**src/hdl/asbc_pkg.sv**
```systemverilog
// ----------------------------------------------------------------------------
// asbc_pkg
// Shared types and constants for the accelerometer static bias calibrator.
// ----------------------------------------------------------------------------
package asbc_pkg;

  localparam int NumAxes       = 3;
  localparam int GravityWidth  = 23;
  localparam int CfgIdxWidth   = 1;
  localparam int SampleCountRst = 800;
  localparam int GravityRst    = 642908;

  // configuration register indexes
  localparam logic [CfgIdxWidth-1:0] RegSampleCount = 1'b0;
  localparam logic [CfgIdxWidth-1:0] RegGravity     = 1'b1;

  typedef enum logic [2:0] {
    ST_RUN,
    ST_START,
    ST_DIV,
    ST_BIAS,
    ST_LOAD
  } ctl_state_e;

  typedef struct packed {
    logic in_fire;
    logic div_start;
    logic bias_load;
    logic out_load;
    logic out_sel_held;
  } ctl_cmd_t;

  typedef struct packed {
    logic cal_hit;
    logic div_done;
  } dp_sts_t;

endpackage

```
**src/hdl/accel_static_bias_calibrator.sv**
```systemverilog
// ----------------------------------------------------------------------------
// accel_static_bias_calibrator
// Takes signed Q8.16 three-axis accelerometer beats and passes them through
// raw until the static bias is known. Beats with nonzero x and y are summed
// and counted; when the count reaches sample_count the per-axis average
// (truncated toward zero, z also less gravity) becomes the bias, and from
// that beat on every output is sample minus bias, saturated, with corrected
// set. Every beat gives one output beat. The block takes one beat per cycle
// while the input is not stalled. Results leave through a single output
// register, and the input stalls while a held result is stalled. The one beat
// that completes calibration stalls the input while the radix-2 divider runs
// all three axes side by side, one quotient bit a cycle, and until its result
// is loaded into the output register.
// Configuration is written through a plain write port: index 0 is
// sample_count, index 1 is gravity.
// ----------------------------------------------------------------------------
module accel_static_bias_calibrator #(
  parameter int SAMPLE_WIDTH = 24,
  parameter int COUNT_WIDTH  = 12
) (
  input  logic                                                     clk_i,
  input  logic                                                     rst_ni,
  input  logic                                                     cfg_we_i,
  input  logic [asbc_pkg::CfgIdxWidth-1:0]                         cfg_idx_i,
  input  logic [((COUNT_WIDTH > asbc_pkg::GravityWidth) ?
                 COUNT_WIDTH : asbc_pkg::GravityWidth)-1:0]        cfg_data_i,
  input  logic                                                     in_valid_i,
  output logic                                                     in_stall_o,
  input  logic [SAMPLE_WIDTH-1:0]                                  accel_x_i,
  input  logic [SAMPLE_WIDTH-1:0]                                  accel_y_i,
  input  logic [SAMPLE_WIDTH-1:0]                                  accel_z_i,
  output logic                                                     out_valid_o,
  input  logic                                                     out_stall_i,
  output logic [SAMPLE_WIDTH-1:0]                                  out_x_o,
  output logic [SAMPLE_WIDTH-1:0]                                  out_y_o,
  output logic [SAMPLE_WIDTH-1:0]                                  out_z_o,
  output logic                                                     corrected_o
);

  localparam int CfgW = (COUNT_WIDTH > asbc_pkg::GravityWidth) ?
                        COUNT_WIDTH : asbc_pkg::GravityWidth;

  asbc_pkg::ctl_cmd_t cmd;
  asbc_pkg::dp_sts_t  sts;

  asbc_ctrl u_ctrl (
    .clk_i       (clk_i),
    .rst_ni      (rst_ni),
    .in_valid_i  (in_valid_i),
    .in_stall_o  (in_stall_o),
    .out_valid_o (out_valid_o),
    .out_stall_i (out_stall_i),
    .sts_i       (sts),
    .cmd_o       (cmd)
  );

  asbc_datapath #(
    .SAMPLE_WIDTH (SAMPLE_WIDTH),
    .COUNT_WIDTH  (COUNT_WIDTH),
    .CFG_WIDTH    (CfgW)
  ) u_dp (
    .clk_i       (clk_i),
    .rst_ni      (rst_ni),
    .cfg_we_i    (cfg_we_i),
    .cfg_idx_i   (cfg_idx_i),
    .cfg_data_i  (cfg_data_i),
    .accel_x_i   (accel_x_i),
    .accel_y_i   (accel_y_i),
    .accel_z_i   (accel_z_i),
    .cmd_i       (cmd),
    .sts_o       (sts),
    .out_x_o     (out_x_o),
    .out_y_o     (out_y_o),
    .out_z_o     (out_z_o),
    .corrected_o (corrected_o)
  );

endmodule

```
**src/hdl/asbc_divider.sv**
```systemverilog
// ----------------------------------------------------------------------------
// asbc_divider
// Three-lane radix-2 restoring divider: signed sum over unsigned count,
// truncated toward zero and saturated to the sample width.
// ----------------------------------------------------------------------------
module asbc_divider #(
  parameter int SAMPLE_WIDTH = 24,
  parameter int COUNT_WIDTH  = 12
) (
  input  logic                                  clk_i,
  input  logic                                  rst_ni,
  input  logic                                  start_i,
  input  logic [SAMPLE_WIDTH+COUNT_WIDTH-1:0]   sum_i  [asbc_pkg::NumAxes],
  input  logic [COUNT_WIDTH-1:0]                div_i,
  output logic                                  done_o,
  output logic [SAMPLE_WIDTH-1:0]               quot_o [asbc_pkg::NumAxes]
);

  localparam int SumW = SAMPLE_WIDTH + COUNT_WIDTH;
  localparam int IterW = $clog2(SumW + 1);

  logic             busy_q, fix_q, done_q;
  logic [IterW-1:0] iter_q;

  logic [SumW-1:0]         quo_q [asbc_pkg::NumAxes];
  logic [COUNT_WIDTH-1:0]  rem_q [asbc_pkg::NumAxes];
  logic                    neg_q [asbc_pkg::NumAxes];
  logic [SAMPLE_WIDTH-1:0] res_q [asbc_pkg::NumAxes];

  function automatic logic [SAMPLE_WIDTH-1:0] sat_sum(input logic [SumW-1:0] v);
    logic ovf;
    ovf = (v[SumW-1:SAMPLE_WIDTH-1] != {(SumW-SAMPLE_WIDTH+1){v[SumW-1]}});
    return ovf ? {v[SumW-1], {(SAMPLE_WIDTH-1){~v[SumW-1]}}} : v[SAMPLE_WIDTH-1:0];
  endfunction

  always_ff @(posedge clk_i or negedge rst_ni) begin
    if (!rst_ni) begin
      busy_q <= 1'b0;
      fix_q  <= 1'b0;
      done_q <= 1'b0;
      iter_q <= '0;
    end else begin
      done_q <= fix_q;
      fix_q  <= 1'b0;
      if (start_i) begin
        busy_q <= 1'b1;
        iter_q <= IterW'(SumW);
      end else if (busy_q) begin
        iter_q <= iter_q - 1'b1;
        if (iter_q == IterW'(1)) begin
          busy_q <= 1'b0;
          fix_q  <= 1'b1;
        end
      end
    end
  end

  for (genvar a = 0; a < asbc_pkg::NumAxes; a++) begin : g_lane
    logic [COUNT_WIDTH:0] shifted;
    logic                 fits;

    assign shifted = {rem_q[a], quo_q[a][SumW-1]};
    assign fits    = (shifted >= {1'b0, div_i});

    always_ff @(posedge clk_i) begin
      if (start_i) begin
        neg_q[a] <= sum_i[a][SumW-1];
        quo_q[a] <= sum_i[a][SumW-1] ? (~sum_i[a] + 1'b1) : sum_i[a];
        rem_q[a] <= '0;
      end else if (busy_q) begin
        rem_q[a] <= fits ? COUNT_WIDTH'(shifted - {1'b0, div_i})
                         : shifted[COUNT_WIDTH-1:0];
        quo_q[a] <= {quo_q[a][SumW-2:0], fits};
      end
      // sign fix and clamp once the quotient magnitude is complete
      if (fix_q) begin
        res_q[a] <= sat_sum(neg_q[a] ? (~quo_q[a] + 1'b1) : quo_q[a]);
      end
    end

    assign quot_o[a] = res_q[a];
  end

  assign done_o = done_q;

endmodule

```
**src/hdl/asbc_datapath.sv**
```systemverilog
// ----------------------------------------------------------------------------
// asbc_datapath
// Configuration registers, accumulators, bias registers, correction and the
// output register of the bias calibrator.
// ----------------------------------------------------------------------------
module asbc_datapath #(
  parameter int SAMPLE_WIDTH = 24,
  parameter int COUNT_WIDTH  = 12,
  parameter int CFG_WIDTH    = 23
) (
  input  logic                               clk_i,
  input  logic                               rst_ni,
  input  logic                               cfg_we_i,
  input  logic [asbc_pkg::CfgIdxWidth-1:0]   cfg_idx_i,
  input  logic [CFG_WIDTH-1:0]               cfg_data_i,
  input  logic [SAMPLE_WIDTH-1:0]            accel_x_i,
  input  logic [SAMPLE_WIDTH-1:0]            accel_y_i,
  input  logic [SAMPLE_WIDTH-1:0]            accel_z_i,
  input  asbc_pkg::ctl_cmd_t                 cmd_i,
  output asbc_pkg::dp_sts_t                  sts_o,
  output logic [SAMPLE_WIDTH-1:0]            out_x_o,
  output logic [SAMPLE_WIDTH-1:0]            out_y_o,
  output logic [SAMPLE_WIDTH-1:0]            out_z_o,
  output logic                               corrected_o
);

  localparam int SumW  = SAMPLE_WIDTH + COUNT_WIDTH;
  localparam int BiasW = SAMPLE_WIDTH + 1;
  localparam int DiffW = SAMPLE_WIDTH + 2;
  localparam int GravW = asbc_pkg::GravityWidth;
  localparam int BzW   = ((SAMPLE_WIDTH > GravW) ? SAMPLE_WIDTH : GravW) + 2;

  logic [COUNT_WIDTH-1:0]  sample_count_q;
  logic [GravW-1:0]        gravity_q;
  logic [COUNT_WIDTH-1:0]  cnt_q, cnt_d;
  logic                    calibrated_q;
  logic                    corr_q;
  logic                    take;

  logic [SAMPLE_WIDTH-1:0] smp    [asbc_pkg::NumAxes];
  logic [SAMPLE_WIDTH-1:0] held_q [asbc_pkg::NumAxes];
  logic [SumW-1:0]         sum_q  [asbc_pkg::NumAxes];
  logic [BiasW-1:0]        bias_q [asbc_pkg::NumAxes];
  logic [BiasW-1:0]        bias_d [asbc_pkg::NumAxes];
  logic [SAMPLE_WIDTH-1:0] out_q  [asbc_pkg::NumAxes];
  logic [SAMPLE_WIDTH-1:0] out_d  [asbc_pkg::NumAxes];
  logic [SAMPLE_WIDTH-1:0] quot   [asbc_pkg::NumAxes];
  logic [BzW-1:0]          bz_wide;

  function automatic logic [SAMPLE_WIDTH-1:0] sat_diff(input logic [DiffW-1:0] v);
    logic ovf;
    ovf = (v[DiffW-1:SAMPLE_WIDTH-1] != {(DiffW-SAMPLE_WIDTH+1){v[DiffW-1]}});
    return ovf ? {v[DiffW-1], {(SAMPLE_WIDTH-1){~v[DiffW-1]}}} : v[SAMPLE_WIDTH-1:0];
  endfunction

  function automatic logic [BiasW-1:0] sat_bias(input logic [BzW-1:0] v);
    logic ovf;
    ovf = (v[BzW-1:BiasW-1] != {(BzW-BiasW+1){v[BzW-1]}});
    return ovf ? {v[BzW-1], {(BiasW-1){~v[BzW-1]}}} : v[BiasW-1:0];
  endfunction

  assign smp[0] = accel_x_i;
  assign smp[1] = accel_y_i;
  assign smp[2] = accel_z_i;

  // a sample counts toward the average only with nonzero x and y
  assign take  = !calibrated_q && (accel_x_i != '0) && (accel_y_i != '0);
  assign cnt_d = cnt_q + COUNT_WIDTH'(take);

  assign sts_o.cal_hit = !calibrated_q && (cnt_d != '0) && (cnt_d == sample_count_q);

  always_ff @(posedge clk_i or negedge rst_ni) begin
    if (!rst_ni) begin
      sample_count_q <= COUNT_WIDTH'(asbc_pkg::SampleCountRst);
      gravity_q      <= GravW'(asbc_pkg::GravityRst);
    end else if (cfg_we_i) begin
      unique case (cfg_idx_i)
        asbc_pkg::RegSampleCount: sample_count_q <= cfg_data_i[COUNT_WIDTH-1:0];
        asbc_pkg::RegGravity:     gravity_q      <= cfg_data_i[GravW-1:0];
        default: ;
      endcase
    end
  end

  always_ff @(posedge clk_i or negedge rst_ni) begin
    if (!rst_ni) begin
      cnt_q        <= '0;
      calibrated_q <= 1'b0;
      corr_q       <= 1'b0;
      for (int a = 0; a < asbc_pkg::NumAxes; a++) begin
        sum_q[a]  <= '0;
        bias_q[a] <= '0;
      end
    end else begin
      if (cmd_i.in_fire && take) begin
        cnt_q <= cnt_d;
        for (int a = 0; a < asbc_pkg::NumAxes; a++) begin
          sum_q[a] <= sum_q[a] + {{COUNT_WIDTH{smp[a][SAMPLE_WIDTH-1]}}, smp[a]};
        end
      end
      if (cmd_i.bias_load) begin
        calibrated_q <= 1'b1;
        for (int a = 0; a < asbc_pkg::NumAxes; a++) begin
          bias_q[a] <= bias_d[a];
        end
      end
      if (cmd_i.out_load) begin
        corr_q <= calibrated_q;
      end
    end
  end

  // z bias: clamped average less gravity, clamped to the bias width
  assign bz_wide = {{(BzW-SAMPLE_WIDTH){quot[2][SAMPLE_WIDTH-1]}}, quot[2]}
                 - {{(BzW-GravW){1'b0}}, gravity_q};

  assign bias_d[0] = {quot[0][SAMPLE_WIDTH-1], quot[0]};
  assign bias_d[1] = {quot[1][SAMPLE_WIDTH-1], quot[1]};
  assign bias_d[2] = sat_bias(bz_wide);

  for (genvar a = 0; a < asbc_pkg::NumAxes; a++) begin : g_axis
    logic [SAMPLE_WIDTH-1:0] src;
    logic [DiffW-1:0]        diff;

    assign src  = cmd_i.out_sel_held ? held_q[a] : smp[a];
    assign diff = {{2{src[SAMPLE_WIDTH-1]}}, src} - {bias_q[a][BiasW-1], bias_q[a]};
    assign out_d[a] = calibrated_q ? sat_diff(diff) : src;

    always_ff @(posedge clk_i) begin
      if (cmd_i.in_fire) begin
        held_q[a] <= smp[a];
      end
      if (cmd_i.out_load) begin
        out_q[a] <= out_d[a];
      end
    end
  end

  asbc_divider #(
    .SAMPLE_WIDTH (SAMPLE_WIDTH),
    .COUNT_WIDTH  (COUNT_WIDTH)
  ) u_div (
    .clk_i   (clk_i),
    .rst_ni  (rst_ni),
    .start_i (cmd_i.div_start),
    .sum_i   (sum_q),
    .div_i   (cnt_q),
    .done_o  (sts_o.div_done),
    .quot_o  (quot)
  );

  assign out_x_o     = out_q[0];
  assign out_y_o     = out_q[1];
  assign out_z_o     = out_q[2];
  assign corrected_o = corr_q;

endmodule

```
**src/hdl/asbc_ctrl.sv**
```systemverilog
// ----------------------------------------------------------------------------
// asbc_ctrl
// Sequencer for the bias calibrator: stream handshakes, divide start, bias
// load and the output register's valid flag.
// ----------------------------------------------------------------------------
module asbc_ctrl (
  input  logic                clk_i,
  input  logic                rst_ni,
  input  logic                in_valid_i,
  output logic                in_stall_o,
  output logic                out_valid_o,
  input  logic                out_stall_i,
  input  asbc_pkg::dp_sts_t   sts_i,
  output asbc_pkg::ctl_cmd_t  cmd_o
);

  asbc_pkg::ctl_state_e state_q, state_d;
  logic                 out_valid_q, out_valid_d;
  logic                 out_free;
  logic                 in_fire;

  // output register can take a beat when empty or being drained
  assign out_free = !out_valid_q || !out_stall_i;

  always_comb begin
    state_d = state_q;
    unique case (state_q)
      asbc_pkg::ST_RUN:   if (in_fire && sts_i.cal_hit) state_d = asbc_pkg::ST_START;
      asbc_pkg::ST_START: state_d = asbc_pkg::ST_DIV;
      asbc_pkg::ST_DIV:   if (sts_i.div_done) state_d = asbc_pkg::ST_BIAS;
      asbc_pkg::ST_BIAS:  state_d = asbc_pkg::ST_LOAD;
      asbc_pkg::ST_LOAD:  if (out_free) state_d = asbc_pkg::ST_RUN;
      default:            state_d = asbc_pkg::ST_RUN;
    endcase
  end

  always_comb begin
    in_stall_o = !((state_q == asbc_pkg::ST_RUN) && out_free);
    in_fire    = in_valid_i && !in_stall_o;
    cmd_o      = '0;
    cmd_o.in_fire = in_fire;
    unique case (state_q)
      asbc_pkg::ST_RUN:   cmd_o.out_load = in_fire && !sts_i.cal_hit;
      asbc_pkg::ST_START: cmd_o.div_start = 1'b1;
      asbc_pkg::ST_DIV:   ;
      asbc_pkg::ST_BIAS:  cmd_o.bias_load = 1'b1;
      asbc_pkg::ST_LOAD: begin
        cmd_o.out_load     = out_free;
        cmd_o.out_sel_held = 1'b1;
      end
      default: ;
    endcase
    out_valid_d = cmd_o.out_load || (out_valid_q && out_stall_i);
  end

  always_ff @(posedge clk_i or negedge rst_ni) begin
    if (!rst_ni) begin
      state_q     <= asbc_pkg::ST_RUN;
      out_valid_q <= 1'b0;
    end else begin
      state_q     <= state_d;
      out_valid_q <= out_valid_d;
    end
  end

  assign out_valid_o = out_valid_q;

endmodule

```
**config.mk**
```make
export PLATFORM = sky130hd
export DESIGN_NAME = accel_static_bias_calibrator
export DESIGN_NICKNAME = d
export VERILOG_FILES = /design/src/hdl/asbc_pkg.sv /design/src/hdl/accel_static_bias_calibrator.sv /design/src/hdl/asbc_divider.sv /design/src/hdl/asbc_datapath.sv /design/src/hdl/asbc_ctrl.sv
export SDC_FILE = /design/constraint.sdc
export NUM_CORES = 2
export LEC_CHECK = 0
export BUFFER_PORTS_ARGS = -buffer_cell sky130_fd_sc_hd__buf_2
export CORE_UTILIZATION = 23
export DETAILED_ROUTE_END_ITERATION = 6
export HOLD_SLACK_MARGIN = 0.15
export PLACE_DENSITY = 0.36
export SKIP_LAST_GASP = 1
export SLEW_MARGIN = 10
export SYNTH_ARGS = -nofsm -noshare
export SYNTH_HDL_FRONTEND = slang
export SYNTH_SLANG_ARGS = --single-unit
```
**constraint.sdc**
```tcl
create_clock -name clk_i -period 6.5 [get_ports clk_i]
set_clock_uncertainty 0.2 [all_clocks]
set_input_delay 1.3 -clock clk_i [delete_from_list [all_inputs] [get_ports clk_i]]
set_output_delay 1.3 -clock clk_i [all_outputs]
set_load 0.01 [all_outputs]
```
==> results_dict.tcl <==
set metrics [dict create \
    status "completed" \
    viasPerCell 4.69 \
    cts-resized-gates 0 \
    syn2layout_area_growth_pct 16.2 \
    ys_seq_area_share_pct 41.1 \
    synth.avg_cell_area_um2 9.29 \
    rows 155 \
    power_density_nw_per_um2 334 \
    place.gp.congestion 0.826 \
    maxCapViolCount 0 \
    tns_ns 0 \
    grt_antenna_before_repair 12 \
    worstSetupPathType "in2reg" \
    final_cell_mix "nand2_1 (572), o21ai_0 (509), edfxtp_1 (363), nor2_1 (252)" \
    routed-wl-met2_um 64300 \
    drc 0 \
    cts-htree-levels 3 \
    portBuffers 175 \
    overflow 0 \
    grt_pass1_wl_um 209000 \
    first_iter_violations 2077 \
    fp.dieW_um 426 \
    slew_viol_final 0 \
    yosys_warnings 0 \
    ys_seq_elements 606 \
    cts_buffers 82 \
    final_common_cell "nand2_1" \
    vias 33000 \
    clockBufferDepth 3 \
    worstPathRequired_ns 6.70 \
    hold_violations 0 \
    synth_edf_count 363 \
    wl_um 137000 \
    holdBufCountCts 0 \
    dp_hpwl_um 104000 \
    root_buffer "clkbuf_16" \
    crit_path_start_kind "primary input" \
    ys_types 89 \
    syn_nets 4807 \
    dieArea_um2 181000 \
    first_global_vias 33000 \
    fin_nets 4959 \
    whs_ns 0.242 \
    critical_path.max_fanout 48 \
    period_needed_ns 5.90 \
    post_cts_buffers 0 \
    drt-pass1-iter-count 5 \
    met3WireLength_um 4240 \
    cts_tree "done" \
    grt_max_degree 124 \
    ios 176 \
    p_leak_nw 18.8 \
    path_clk_slew_ns 0.06 \
    synthCells 4449 \
    clk_latency_ns 0.70 \
    max_freq_mhz 169 \
    hold_path.class "reg2reg" \
    met1_length_um 65800 \
    worstSetupEndpointType "flip-flop" \
    async_flop_share_pct 40.1 \
    cts_sinks 606 \
    tightest_slew_ns 1.16 \
    synth-main-ff-cell "edfxtp_1" \
    worstHoldStart "u_dp.u_div.res_q[1][0]" \
    dr.max_layer_used "met4" \
    period_share_pct 90.8 \
    setup_viol 0 \
    synth_area_um2 41300 \
    relSlewSlack_pct 22.5 \
    peakVddDrop_mv 0.192 \
    start_util_pct 23.2 \
    fp.coreArea_um2 178000 \
    die_y_um 426 \
    wl_per_cell_um 19.5 \
    rsz0062_at_grt "no" \
    drive_gt1_share_pct 12.2 \
    globalRouteTotalUtil_pct 15.0 \
    r2r_start "u_ctrl.state_q[0]" \
    startpoint "accel_y_i[23]" \
    ant_nets 0 \
    critPathArrivalTime_ns 6.10 \
]
-- cells in the mapped netlist, types with 13 or more instances --
cell	number	area share, %
or2_2	18	0.27
a2bb2oi_1	22	0.47
or3_1	41	0.62
dfstp_2	15	0.95
o21bai_1	22	0.40
dfrtp_1	228	14
nand4_1	39	0.59
nor4_1	36	0.54
a21oi_1	248	3.0
a21boi_0	16	0.29
a211oi_1	28	0.51
o21ai_0	509	6.2
mux2_2	105	2.9
nor3_1	69	0.84
buf_1	13	0.12
or4_1	49	0.89
inv_1	223	2.0
nor2b_1	40	0.61
o21a_1	39	0.71
xnor2_1	164	3.5
ha_1	247	7.5
nand2b_1	46	0.70
edfxtp_1	363	26
o211ai_1	14	0.25
o41ai_1	30	0.64
a21o_1	95	1.7
and3_1	30	0.45
nand3_1	64	0.77
nor2_1	253	2.3
xor2_1	240	5.1
and2_1	32	0.48
nand2_1	573	5.2
a31oi_1	32	0.48
mux2i_1	62	1.5
o31ai_1	81	1.5
clkbuf_1	165	1.5
-- critical path: stages --
cell	delay, ns
buf_2	0.25
nor4_1	0.11
buf_4	0.18
nand4_1	0.21
o21ai_0	0.15
buf_4	0.18
a31oi_2	0.45
ha_1	0.26
buf_4	0.12
nand2_1	0.06
buf_4	0.17
nor4_1	0.34
buf_4	0.18
nor2_1	0.04
a2111o_1	0.28
a2111oi_0	0.58
buf_4	0.21
nand4_1	0.15
buf_4	0.19
a22oi_1	0.23
clkinv_2	0.16
buf_12	0.21
-- layout make-up --
| type | count | area [um2] |
|---|---|---|
| inverter | 223 | 838 |
| fill | 19100 | 130000 |
| tap | 2355 | 2950 |
| multi-input combinational | 3435 | 22900 |
| clock inverter | 39 | 450 |
| antenna | 1 | 2.50 |
| timing repair buffer | 253 | 1560 |
| clock buffer | 114 | 2360 |
| sequential | 606 | 17000 |
-- through the flow --
stage          setup WS (ns)  cells  power (mW)  cell area [um2]  util [%]
2_1_floorplan          0.508   4449        9.61            41300         -
3_3_place_gp          -0.505   6872        11.4            45200      25.3
3_5_place_dp          -0.487   6872        11.4            45200      25.3
4_1_cts                0.265   7025        16.3            48000      26.9
5_1_grt                0.169   7025        17.2            48000      26.9
6_report               0.600   7026        16.0            48000      26.9
-- cell families after synthesis --
kind of cell / after synthesis / synth area share [%]
AND/OR/NAND/NOR: 1350 / 15.6
buffers and inverters: 408 / 3.76
adder cells (fa/ha/maj): 262 / 8.08
XOR/XNOR: 404 / 8.56
AO/OA/AOI/OAI: 1252 / 18.5
multiplexers: 167 / 4.36
flip-flops: 606 / 41.1
-- per-layer routing --
layer / track usage (%) / vias to the layer above
met1: 20.3 / 15800
met4: 4.07 / 0
met3: 1.87 / 139
li1: - / 16500
met2: 24.9 / 502
met5: 0 / -
-- power breakdown --
part | internal, mW | switching (mW)
Combinational | 2.41 | 3.21
Clock | 2.86 | 1.93
Sequential | 4.80 | 0.825
-- flip-flops by register name, summed over array words and instances, names as in the netlist, 3 cells and up --
signal and count:
u_dp.sum_q 108, u_dp.u_div.quo_q 108, u_dp.bias_q 73, u_dp.held_q 72
u_dp.out_q 72, u_dp.u_div.res_q 72, u_dp.u_div.rem_q 36, u_dp.gravity_q 23
u_dp.cnt_q 12, u_dp.sample_count_q 12, u_dp.u_div.iter_q 6, u_ctrl.state_q 3
u_dp.u_div.neg_q 3
-- worst paths after layout --
kind                                endpoint  slack, ns  cells past startpoint
max                        u_dp.out_q[0][64]       0.60                     22
min                          u_dp.bias_q[25]       0.24                      2
max reg2reg                 u_dp.out_q[0][3]       0.69                     14
min reg2reg                  u_dp.bias_q[25]       0.24                      2
max in group asynchronous  u_dp.gravity_q[7]       4.48                      2
min in group asynchronous     u_dp.sum_q[47]       0.41                      1
No activity file was read; power rests on OpenSTA's default activity.
